$ cat src/hdl/adc2p_pkg.sv
`timescale 1ns / 1ps

package adc2p_pkg;

	localparam int MAX_CHANNELS      = 16;
	localparam int DEF_CHANNEL_COUNT = 16;
	localparam int DEF_CAL_CODE_LOW  = 2064;
	localparam int DEF_CAL_CODE_HIGH = 3112;

	localparam int SCALE   = 1000;
	localparam int MAX_OUT = 32767;
	localparam int MAX12   = 4095;
	localparam int OFS_MIN = -1048576;
	localparam int OFS_MAX = 1048575;

	localparam int CH_W     = 4;
	localparam int CODE_W   = 12;
	localparam int TRIM_W   = 8;
	localparam int VALUE_W  = 15;
	localparam int STATUS_W = 2;
	localparam int K_W      = 12;
	localparam int OFS_W    = 21;

	localparam int S_TDATA_W = 32;
	localparam int S_TUSER_W = 1;
	localparam int M_TDATA_W = 16;
	localparam int M_TUSER_W = 2;

	localparam int SAT_PROD = (MAX_OUT + 1) * SCALE;
	localparam int DIV_N_W  = $clog2(SAT_PROD + 1);
	localparam int MUL_P_W  = DIV_N_W + K_W;

	localparam logic OP_CALIBRATE = 1'b0;

	localparam logic [STATUS_W-1:0] ST_OK       = 2'd0;
	localparam logic [STATUS_W-1:0] ST_NO_INPUT = 2'd1;
	localparam logic [STATUS_W-1:0] ST_UNCAL    = 2'd2;

	localparam int VOLT_LOW [MAX_CHANNELS] = '{
		630, 630, 1260, 630, 630, 630, 2520, 2520,
		3150, 5670, 3465, 0, 0, 0, 3645, 0
	};
	localparam int VOLT_HIGH [MAX_CHANNELS] = '{
		950, 950, 1900, 950, 950, 950, 3800, 3800,
		4750, 8550, 5225, 0, 0, 0, 5225, 0
	};

	// Bit n set marks channel n as a bypass channel.
	localparam logic [MAX_CHANNELS-1:0] BYPASS_INIT = 16'hB800;

endpackage

$ cat src/hdl/adc2p_mul.sv
`timescale 1ns / 1ps

module adc2p_mul #(
	parameter int A_W = adc2p_pkg::DIV_N_W,
	parameter int B_W = adc2p_pkg::K_W
) (
	input  logic             clk,
	input  logic             arst_n,
	input  logic             start,
	input  logic [A_W-1:0]   a,
	input  logic [B_W-1:0]   b,
	output logic [A_W+B_W-1:0] product,
	output logic             done
);

	localparam int P_W   = A_W + B_W;
	localparam int CNT_W = $clog2(B_W + 1);

	logic [P_W-1:0]   acc_q;
	logic [A_W-1:0]   a_q;
	logic [B_W-1:0]   b_q;
	logic [CNT_W-1:0] cnt_q;
	logic             busy_q;
	logic             done_q;

	always_ff @(posedge clk or negedge arst_n) begin
		if (!arst_n) begin
			busy_q <= 1'b0;
			done_q <= 1'b0;
			cnt_q  <= '0;
		end else begin
			done_q <= 1'b0;
			if (start) begin
				busy_q <= 1'b1;
				cnt_q  <= CNT_W'(B_W);
			end else if (busy_q) begin
				cnt_q <= cnt_q - 1'b1;
				if (cnt_q == CNT_W'(1)) begin
					busy_q <= 1'b0;
					done_q <= 1'b1;
				end
			end
		end
	end

	// One multiplier bit per cycle, most significant first.
	always_ff @(posedge clk) begin
		if (start) begin
			acc_q <= '0;
			a_q   <= a;
			b_q   <= b;
		end else if (busy_q) begin
			acc_q <= {acc_q[P_W-2:0], 1'b0} + (b_q[B_W-1] ? P_W'(a_q) : '0);
			b_q   <= {b_q[B_W-2:0], 1'b0};
		end
	end

	assign product = acc_q;
	assign done    = done_q;

endmodule

$ cat src/hdl/adc2p_div.sv
`timescale 1ns / 1ps

module adc2p_div #(
	parameter int N_W = adc2p_pkg::DIV_N_W,
	parameter int D_W = adc2p_pkg::K_W
) (
	input  logic           clk,
	input  logic           arst_n,
	input  logic           start,
	input  logic [N_W-1:0] dividend,
	input  logic [D_W-1:0] divisor,
	output logic [N_W-1:0] quotient,
	output logic           done
);

	localparam int CNT_W = $clog2(N_W + 1);

	logic [D_W-1:0]   rem_q;
	logic [D_W-1:0]   divisor_q;
	logic [N_W-1:0]   quo_q;
	logic [CNT_W-1:0] cnt_q;
	logic             busy_q;
	logic             done_q;
	logic [D_W:0]     shifted;
	logic [D_W+1:0]   trial;
	logic             ge;

	always_comb begin
		shifted = {rem_q, quo_q[N_W-1]};
		trial   = {1'b0, shifted} - {2'b00, divisor_q};
		ge      = !trial[D_W+1];
	end

	always_ff @(posedge clk or negedge arst_n) begin
		if (!arst_n) begin
			busy_q <= 1'b0;
			done_q <= 1'b0;
			cnt_q  <= '0;
		end else begin
			done_q <= 1'b0;
			if (start) begin
				busy_q <= 1'b1;
				cnt_q  <= CNT_W'(N_W);
			end else if (busy_q) begin
				cnt_q <= cnt_q - 1'b1;
				if (cnt_q == CNT_W'(1)) begin
					busy_q <= 1'b0;
					done_q <= 1'b1;
				end
			end
		end
	end

	// Restoring division: dividend bits leave at the top while quotient bits enter below.
	always_ff @(posedge clk) begin
		if (start) begin
			rem_q     <= '0;
			quo_q     <= dividend;
			divisor_q <= divisor;
		end else if (busy_q) begin
			rem_q <= ge ? trial[D_W-1:0] : shifted[D_W-1:0];
			quo_q <= {quo_q[N_W-2:0], ge};
		end
	end

	assign quotient = quo_q;
	assign done     = done_q;

endmodule

$ cat src/hdl/adc_two_point_calibration.sv
`timescale 1ns / 1ps

// Channel  Dir  Fields, lowest bit first
// s_*      in   tdata: channel[3:0] raw_code[15:4] trim_low[23:16] trim_high[31:24]
//                tuser: opcode[0]
// m_*      out  tdata: corrected_value[14:0], zero pad [15]; tuser: status[1:0]
//
// One item at a time. A calibrate request runs one 25-step division and one 12-step
// multiplication; a correct request runs two divisions and one multiplication;
// requests that end early skip the divider and the multiplier.
// Reset clears the calibrated flags; nothing else needs a clearing pass.
// The result register lets the next request start while a result waits on m_tready.

module adc_two_point_calibration #(
	parameter int CHANNEL_COUNT = adc2p_pkg::DEF_CHANNEL_COUNT,
	parameter int CAL_CODE_LOW  = adc2p_pkg::DEF_CAL_CODE_LOW,
	parameter int CAL_CODE_HIGH = adc2p_pkg::DEF_CAL_CODE_HIGH
) (
	input  logic                            clk,
	input  logic                            arst_n,
	input  logic                            s_tvalid,
	output logic                            s_tready,
	input  logic [adc2p_pkg::S_TDATA_W-1:0] s_tdata,  // channel, raw_code, trim_low, trim_high
	input  logic [adc2p_pkg::S_TUSER_W-1:0] s_tuser,  // opcode
	output logic                            m_tvalid,
	input  logic                            m_tready,
	output logic [adc2p_pkg::M_TDATA_W-1:0] m_tdata,  // corrected_value, zero pad
	output logic [adc2p_pkg::M_TUSER_W-1:0] m_tuser   // status
);

	import adc2p_pkg::*;

	localparam int CH_IDX_W  = (CHANNEL_COUNT > 1) ? $clog2(CHANNEL_COUNT) : 1;
	localparam int CAL_SPAN  = (CAL_CODE_HIGH > CAL_CODE_LOW) ? CAL_CODE_HIGH - CAL_CODE_LOW : 1;
	localparam int TRIM_SC_W = $clog2((2 ** TRIM_W - 1) * SCALE + 1);
	localparam int RAW_SC_W  = $clog2((2 ** CODE_W - 1) * SCALE + 1);
	localparam int DIFF_W    = RAW_SC_W + 2;
	localparam int KW_W      = DIV_N_W + 2;

	localparam logic [CH_W:0]             NCH        = (CH_W + 1)'(CHANNEL_COUNT);
	localparam logic [K_W-1:0]            SPAN_K     = K_W'(CAL_SPAN);
	localparam logic [K_W-1:0]            CAL_LOW_K  = K_W'(CAL_CODE_LOW);
	localparam logic [K_W-1:0]            SCALE_K    = K_W'(SCALE);
	localparam logic signed [KW_W-1:0]    OFS_LO     = KW_W'(OFS_MIN);
	localparam logic signed [KW_W-1:0]    OFS_HI     = KW_W'(OFS_MAX);

	typedef enum logic [4:0] {
		S_IDLE   = 5'b00001,
		S_DECODE = 5'b00010,
		S_DIV    = 5'b00100,
		S_MUL    = 5'b01000,
		S_DONE   = 5'b10000
	} state_t;

	state_t state_q, state_d;

	logic                opcode_q;
	logic [CH_W-1:0]     channel_q;
	logic [CODE_W-1:0]   raw_q;
	logic [TRIM_W-1:0]   trim_low_q;
	logic [TRIM_W-1:0]   trim_high_q;
	logic                scale_q;
	logic [K_W-1:0]      k_q;
	logic                dneg_q;
	logic [VALUE_W-1:0]  res_value_q;
	logic [STATUS_W-1:0] res_status_q;
	logic                out_valid_q;
	logic [VALUE_W-1:0]  out_value_q;
	logic [STATUS_W-1:0] out_status_q;

	logic [K_W-1:0]           gain_err_q [CHANNEL_COUNT];
	logic [OFS_W-1:0]         ofs_store_q [CHANNEL_COUNT];
	logic [CHANNEL_COUNT-1:0] cal_flags_q;
	logic [K_W-1:0]           gain_rom [CHANNEL_COUNT];
	logic [CHANNEL_COUNT-1:0] bypass_rom;

	genvar g;
	generate
		for (g = 0; g < CHANNEL_COUNT; g++) begin : g_rom
			localparam int GainRaw = ((VOLT_HIGH[g] - VOLT_LOW[g]) * SCALE) / CAL_SPAN;
			localparam int GainSat = (GainRaw < 0) ? 0 : ((GainRaw > MAX12) ? MAX12 : GainRaw);
			assign gain_rom[g]   = K_W'(GainSat);
			assign bypass_rom[g] = BYPASS_INIT[g];
		end
	endgenerate

	logic                 in_accept;
	logic [CH_IDX_W-1:0]  ch_idx;
	logic                 ch_ok;
	logic                 byp_rd;
	logic                 cal_rd;
	logic [K_W-1:0]       kdiv_rd;
	logic [TRIM_W:0]      trim_diff;
	logic                 cal_neg;
	logic [TRIM_W-1:0]    trim_mag;
	logic [TRIM_SC_W-1:0] trim_sc;
	logic [TRIM_SC_W-1:0] low_sc;
	logic [RAW_SC_W-1:0]  raw_sc;
	logic [DIFF_W-1:0]    diff;
	logic [KW_W-1:0]      k_wide;
	logic [K_W-1:0]       k_cl;
	logic [K_W:0]         delta;
	logic                 dneg;
	logic [K_W-1:0]       dmag;
	logic signed [KW_W-1:0] ofs_wide;
	logic [OFS_W-1:0]     ofs_cl;
	logic [DIV_N_W-1:0]   prod_sat;
	logic [VALUE_W-1:0]   val_cl;

	logic               div_start, div_done;
	logic [DIV_N_W-1:0] div_n, div_q;
	logic [K_W-1:0]     div_d;
	logic               mul_start, mul_done;
	logic [DIV_N_W-1:0] mul_a;
	logic [K_W-1:0]     mul_b;
	logic [MUL_P_W-1:0] mul_p;

	logic                k_load, scale_set, store_we, res_load, out_load;
	logic [VALUE_W-1:0]  res_value_d;
	logic [STATUS_W-1:0] res_status_d;

	assign s_tready  = (state_q == S_IDLE);
	assign in_accept = s_tvalid && s_tready;

	always_comb begin
		ch_idx    = channel_q[CH_IDX_W-1:0];
		ch_ok     = ({1'b0, channel_q} < NCH);
		byp_rd    = bypass_rom[ch_idx];
		cal_rd    = cal_flags_q[ch_idx];
		kdiv_rd   = (gain_err_q[ch_idx] == '0) ? K_W'(1) : gain_err_q[ch_idx];

		trim_diff = {1'b0, trim_high_q} - {1'b0, trim_low_q};
		cal_neg   = trim_diff[TRIM_W];
		trim_mag  = cal_neg ? TRIM_W'(-trim_diff) : trim_diff[TRIM_W-1:0];
		trim_sc   = TRIM_SC_W'(trim_mag * SCALE);
		low_sc    = TRIM_SC_W'(trim_low_q * SCALE);
		raw_sc    = RAW_SC_W'(raw_q * SCALE);
		diff      = DIFF_W'(raw_sc) - DIFF_W'($signed(ofs_store_q[ch_idx]));

		k_wide = cal_neg ? (KW_W'(SCALE) - KW_W'(div_q)) : (KW_W'(SCALE) + KW_W'(div_q));
		if (k_wide[KW_W-1] || (k_wide == '0)) begin
			k_cl = K_W'(1);
		end else if (k_wide > KW_W'(MAX12)) begin
			k_cl = K_W'(MAX12);
		end else begin
			k_cl = k_wide[K_W-1:0];
		end
		delta = {1'b0, k_cl} - (K_W + 1)'(SCALE);
		dneg  = delta[K_W];
		dmag  = dneg ? K_W'(-delta) : delta[K_W-1:0];

		ofs_wide = dneg_q ? $signed(KW_W'(low_sc) + KW_W'(mul_p[DIV_N_W-1:0]))
		                  : $signed(KW_W'(low_sc) - KW_W'(mul_p[DIV_N_W-1:0]));
		if (ofs_wide < OFS_LO) begin
			ofs_cl = OFS_W'(OFS_LO);
		end else if (ofs_wide > OFS_HI) begin
			ofs_cl = OFS_W'(OFS_HI);
		end else begin
			ofs_cl = ofs_wide[OFS_W-1:0];
		end

		prod_sat = (mul_p >= MUL_P_W'(SAT_PROD)) ? DIV_N_W'(SAT_PROD) : mul_p[DIV_N_W-1:0];
		val_cl   = (div_q >= DIV_N_W'(MAX_OUT)) ? VALUE_W'(MAX_OUT) : div_q[VALUE_W-1:0];
	end

	always_comb begin
		state_d      = state_q;
		div_start    = 1'b0;
		div_n        = '0;
		div_d        = SCALE_K;
		mul_start    = 1'b0;
		mul_a        = '0;
		mul_b        = '0;
		k_load       = 1'b0;
		scale_set    = 1'b0;
		store_we     = 1'b0;
		res_load     = 1'b0;
		res_value_d  = '0;
		res_status_d = ST_OK;
		out_load     = 1'b0;
		case (state_q)
			S_IDLE: begin
				if (s_tvalid) begin
					state_d = S_DECODE;
				end
			end
			S_DECODE: begin
				if (opcode_q == OP_CALIBRATE) begin
					if (ch_ok && !byp_rd) begin
						div_start = 1'b1;
						div_n     = DIV_N_W'(trim_sc);
						div_d     = SPAN_K;
						state_d   = S_DIV;
					end else begin
						res_load = 1'b1;
						state_d  = S_DONE;
					end
				end else if (!ch_ok) begin
					res_load     = 1'b1;
					res_status_d = ST_UNCAL;
					state_d      = S_DONE;
				end else if (byp_rd) begin
					res_load    = 1'b1;
					res_value_d = VALUE_W'(raw_q);
					state_d     = S_DONE;
				end else if (!cal_rd) begin
					res_load     = 1'b1;
					res_status_d = ST_UNCAL;
					state_d      = S_DONE;
				end else if (diff[DIFF_W-1]) begin
					res_load     = 1'b1;
					res_status_d = ST_NO_INPUT;
					state_d      = S_DONE;
				end else begin
					div_start = 1'b1;
					div_n     = DIV_N_W'(diff[DIFF_W-2:0]);
					div_d     = kdiv_rd;
					state_d   = S_DIV;
				end
			end
			S_DIV: begin
				if (div_done) begin
					if (opcode_q == OP_CALIBRATE) begin
						k_load    = 1'b1;
						mul_start = 1'b1;
						mul_a     = DIV_N_W'(dmag);
						mul_b     = CAL_LOW_K;
						state_d   = S_MUL;
					end else if (!scale_q) begin
						mul_start = 1'b1;
						mul_a     = div_q;
						mul_b     = gain_rom[ch_idx];
						state_d   = S_MUL;
					end else begin
						res_load    = 1'b1;
						res_value_d = val_cl;
						state_d     = S_DONE;
					end
				end
			end
			S_MUL: begin
				if (mul_done) begin
					if (opcode_q == OP_CALIBRATE) begin
						store_we = 1'b1;
						res_load = 1'b1;
						state_d  = S_DONE;
					end else begin
						div_start = 1'b1;
						div_n     = prod_sat;
						div_d     = SCALE_K;
						scale_set = 1'b1;
						state_d   = S_DIV;
					end
				end
			end
			S_DONE: begin
				if (!out_valid_q || m_tready) begin
					out_load = 1'b1;
					state_d  = S_IDLE;
				end
			end
			default: begin
				state_d = S_IDLE;
			end
		endcase
	end

	always_ff @(posedge clk or negedge arst_n) begin
		if (!arst_n) begin
			state_q     <= S_IDLE;
			scale_q     <= 1'b0;
			out_valid_q <= 1'b0;
			cal_flags_q <= '0;
		end else begin
			state_q <= state_d;
			if (in_accept) begin
				scale_q <= 1'b0;
			end else if (scale_set) begin
				scale_q <= 1'b1;
			end
			if (out_load) begin
				out_valid_q <= 1'b1;
			end else if (m_tready) begin
				out_valid_q <= 1'b0;
			end
			if (store_we) begin
				cal_flags_q[ch_idx] <= 1'b1;
			end
		end
	end

	always_ff @(posedge clk) begin
		if (in_accept) begin
			opcode_q    <= s_tuser[0];
			channel_q   <= s_tdata[CH_W-1:0];
			raw_q       <= s_tdata[CH_W+CODE_W-1:CH_W];
			trim_low_q  <= s_tdata[CH_W+CODE_W+TRIM_W-1:CH_W+CODE_W];
			trim_high_q <= s_tdata[CH_W+CODE_W+2*TRIM_W-1:CH_W+CODE_W+TRIM_W];
		end
		if (k_load) begin
			k_q    <= k_cl;
			dneg_q <= dneg;
		end
		if (store_we) begin
			gain_err_q[ch_idx]  <= k_q;
			ofs_store_q[ch_idx] <= ofs_cl;
		end
		if (res_load) begin
			res_value_q  <= res_value_d;
			res_status_q <= res_status_d;
		end
		if (out_load) begin
			out_value_q  <= res_value_q;
			out_status_q <= res_status_q;
		end
	end

	adc2p_div #(
		.N_W(DIV_N_W),
		.D_W(K_W)
	) u_div (
		.clk     (clk),
		.arst_n  (arst_n),
		.start   (div_start),
		.dividend(div_n),
		.divisor (div_d),
		.quotient(div_q),
		.done    (div_done)
	);

	adc2p_mul #(
		.A_W(DIV_N_W),
		.B_W(K_W)
	) u_mul (
		.clk    (clk),
		.arst_n (arst_n),
		.start  (mul_start),
		.a      (mul_a),
		.b      (mul_b),
		.product(mul_p),
		.done   (mul_done)
	);

	assign m_tvalid = out_valid_q;
	assign m_tdata  = M_TDATA_W'(out_value_q);
	assign m_tuser  = out_status_q;

endmodule

$ cat config.mk
export PLATFORM = sky130hd
export DESIGN_NAME = adc_two_point_calibration
export DESIGN_NICKNAME = d
export VERILOG_FILES = /design/src/hdl/adc2p_pkg.sv /design/src/hdl/adc2p_mul.sv /design/src/hdl/adc2p_div.sv /design/src/hdl/adc_two_point_calibration.sv
export SDC_FILE = /design/constraint.sdc
export NUM_CORES = 1
export LEC_CHECK = 0
export BUFFER_PORTS_ARGS = -buffer_cell sky130_fd_sc_hd__buf_2
export CAP_MARGIN = 15
export CORE_MARGIN = 8
export CORE_UTILIZATION = 25
export CTS_BUF_LIST = sky130_fd_sc_hd__clkbuf_4 sky130_fd_sc_hd__clkbuf_8 sky130_fd_sc_hd__clkbuf_16
export DETAILED_ROUTE_END_ITERATION = 10
export PLACE_DENSITY = 0.46
export SYNTH_ARGS = -nofsm -noshare
export SYNTH_HDL_FRONTEND = slang
export SYNTH_HIERARCHICAL = 1
export SYNTH_SLANG_ARGS = --single-unit
$ cat constraint.sdc
create_clock -name clk -period 13.2 [get_ports clk]
set_input_delay 1.98 -clock clk [delete_from_list [all_inputs] [get_ports clk]]
set_output_delay 1.98 -clock clk [all_outputs]
set_load 0.01 [all_outputs]
==> flow_metrics.py <==
metrics = {
    "worst_setup_path": {
        "cp_slowest_cell": "inv_1",
        "worst-setup-path-type": "reg -> reg",
        "crit_fanout": 59,
        "reg2reg_from": "raw_q[0]$_DFFE_PP_",
        "cp-start-kind": "register",
        "critPathLaunch": "raw_q[0]$_DFFE_PP_",
        "crit_top_cell": "a21o_1",
        "required_ps": 13470,
        "cp-end-kind": "register",
        "critPathArrivalTime_ps": 9130,
        "max_stage_delay_ps": 780,
    },
    "place": {
        "dp_hpwl_mm": 82.5,
        "port-buffer-count": 55,
        "dpl.cell_count": 5351,
        "gp_congestion": 0.847,
    },
    "clock_tree": {
        "cts_max_path_buffers": 3,
        "clock-sinks": 772,
        "cts_resized": 0,
        "ctsHoldBuffers": 0,
        "root_buffer": "clkbuf_16",
        "clk_pin_slew_ps": 60,
        "cts_buffers": 90,
        "clk_latency_ps": 680,
        "cts_tree": "yes",
        "htreeDepth": 3,
        "post_cts_buffers": 0,
    },
    "floorplan": {
        "core_um2": 167000,
        "dieHeight_um": 426,
        "rows": 150,
        "die-area_um2": 181000,
        "die_w_um": 426,
        "pin_count": 57,
        "start_util_pct": 25.1,
    },
    "timing": {
        "rsz0062_at_grt": "no",
        "max_freq_mhz": 113,
        "relSlewSlack_pct": 26.6,
        "tightest_slew_ps": 1100,
        "finalCritPeriodShare_pct": 67.1,
        "finalSetupViolCount": 0,
        "layout_min_cycle_time_ps": 8860,
        "fin_worst_skew_ps": 39.5,
        "fin_setup_tns_ps": 0,
        "final-max-slew-violation-count": 0,
        "report.final.hold_viol_count": 0,
    },
    "global_routing": {
        "overflow": 0,
        "antenna_found_initial": 3,
        "grt_pass1_wl_mm": 180,
        "grt_max_degree": 60,
        "grt_pass1_vias": 26400,
        "grtUsageTotal_pct": 13.1,
    },
    "outcome": {
        "status": "completed",
    },
    "finish": {
        "drive_above_1_share_pct": 17.3,
        "final_core_util_pct": 28.8,
        "final_nets": 3608,
        "area_growth_pct": 14.6,
        "instances_no_fill": 5533,
    },
    "detailed_routing": {
        "via_count": 26100,
        "drt_iter0_markers": 1810,
        "drt-pass1-iter-count": 6,
        "routed_via_density": 4.72,
        "wl_mm": 121,
        "wl_per_cell_um": 21.8,
        "postRouteAntennaNets": 0,
        "drc": 0,
    },
    "synthesis": {
        "syn-instance-count": 3161,
        "ys.flop_type": "edfxtp_1",
        "ys_warn_count": 6,
        "async_flop_share_pct": 4.66,
        "synth.distinct_cells": 108,
        "synth-edff-count": 682,
        "ys_seq_area_share_pct": 53.6,
        "avgSynthCellArea_um2": 13.3,
        "synthesis.nets": 3517,
        "syn_area_um2": 41900,
        "ys_ff_latch": 772,
    },
    "flow_run": {
        "drv_cap": 0,
    },
    "worst_hold_path": {
        "hp-class": "reg -> reg",
        "hold_start": "res_value_q[4]$_DFFE_PP_",
    },
}
[cells in the final DEF (no fill, tap or decap), types with 29 or more instances in the layout]
cell type,Yosys,layout
buf_4,4,70
a21oi_1,169,168
inv_1,261,260
mux4_2,171,171
o21ai_0,90,90
o21bai_1,31,31
dfrtp_1,35,35
clkbuf_16,0,90
mux2_2,37,37
nor3_1,52,48
and2_1,48,48
nand2_1,181,181
o21ai_1,33,33
xnor2_1,95,95
nor2_1,183,171
a21o_1,55,55
ha_1,233,233
nand2b_1,30,29
buf_2,11,55
dfxtp_1,54,51
edfxtp_1,682,682
xor2_1,52,52
nand3_1,46,46
fa_1,86,86
[registers in the layout, summed over array words and instances, names as in the netlist, 2 cells and up, named ones only]
register         count
cal_flags_q         16
ch_idx               4
gain_err_q         192
k_q                 12
m_tuser              2
ofs_store_q        336
out_value_q         15
raw_q               12
res_status_q         2
res_value_q         15
state_q              5
trim_high_q          8
trim_low_q           8
u_div/cnt_q          5
u_div/divisor_q     12
u_div/quotient      25
u_div/rem_q         12
u_mul/a_q           25
u_mul/b_q           12
u_mul/cnt_q          4
u_mul/product       37
[cell usage after synthesis (20+ instances only)]
cell / number / share of area [%]
xnor2_1: 95 / 2.0
or3_1: 20 / 0.30
nand2_1: 181 / 1.6
mux4_2: 171 / 9.2
nand2b_1: 30 / 0.45
nor2b_1: 23 / 0.34
and2_1: 48 / 0.72
nand3_1: 46 / 0.55
ha_1: 233 / 7.0
clkbuf_1: 89 / 0.80
nor4_1: 20 / 0.30
dfxtp_1: 54 / 2.6
nor2_1: 183 / 1.6
a21o_1: 55 / 0.98
xor2_1: 52 / 1.1
mux2i_1: 26 / 0.62
o21a_1: 23 / 0.41
o21ai_0: 90 / 1.1
or2_2: 23 / 0.34
dfrtp_1: 35 / 2.1
a211oi_1: 25 / 0.45
o21ai_1: 33 / 0.39
fa_1: 86 / 4.1
edfxtp_1: 682 / 49
o21bai_1: 31 / 0.55
inv_1: 261 / 2.3
a21oi_1: 169 / 2.0
mux2_2: 37 / 0.99
nor3_1: 52 / 0.62
[critical path, delay by kind of cell, from the launching register on]
kind | cells | cell delay [ps]
AOI/OAI and AO/OA | 13 | 2580
DFF | 1 | 510
and+or+nand+nor | 5 | 710
adders and majority gates | 6 | 2790
xor gates and xnor gates | 2 | 320
buffers and inverters | 4 | 1490
[final cells by class]
class                   count  area (um^2)
repair buffers            127          827
fillers                 16900       119000
well taps                2204         2760
diodes                      1         2.50
clock inverters            54          526
multi-input cells        1998        18100
clock buffers             114         2440
flip-flops and latches    772        22500
inverters                 263          987
[path summary, 6_finish.rpt]
check,end,slack [ps],cells after the start
worst max-delay path,u_div/quotient[6]$_DFFE_PP_,4340,30
worst min register to register,out_value_q[4]$_DFFE_PP_,420,0
min in group asynchronous,cal_flags_q[4]$_DFFE_PN0P_,1460,1
worst max register to register,u_div/quotient[6]$_DFFE_PP_,4340,30
max in group asynchronous,u_mul/cnt_q[1]$_DFFE_PN0P_,11090,1
worst min-delay path,out_value_q[4]$_DFFE_PP_,420,0
[stage by stage]
step / setup slack, ps / instance area [um^2] / hold WS (ps)
floorplan: 5220 / 41900 / 400
global route: 3760 / 48100 / 423
CTS: 4300 / 48000 / 417
global placement: 4410 / 45000 / 405
finish: 4340 / 48100 / 416
detailed placement: 4340 / 45000 / 405
[cell families after synthesis]
family | Yosys count | share of synthesized area [%]
AOI/OAI and AO/OA | 584 | 9.31
xor gates and xnor gates | 148 | 3.13
adders and majority gates | 319 | 11.1
buffers and inverters | 391 | 3.68
DFF | 772 | 53.6
muxes | 234 | 10.8
other | 1 | 0.00894
and+or+nand+nor | 712 | 8.46
[layer usage]
metal | up-vias | GRT usage [%] | wire length [um]
li1 | 12000 | - | -
met1 | 13400 | 18.2 | 55900
met2 | 533 | 21.8 | 57800
met3 | 150 | 1.60 | 4760
met4 | 0 | 2.94 | 2420
met5 | - | 0 | 0
Power is left out: the tool's default activity adds up to more than one toggle a clock period on the data nets, which glitch-free logic cannot reach.
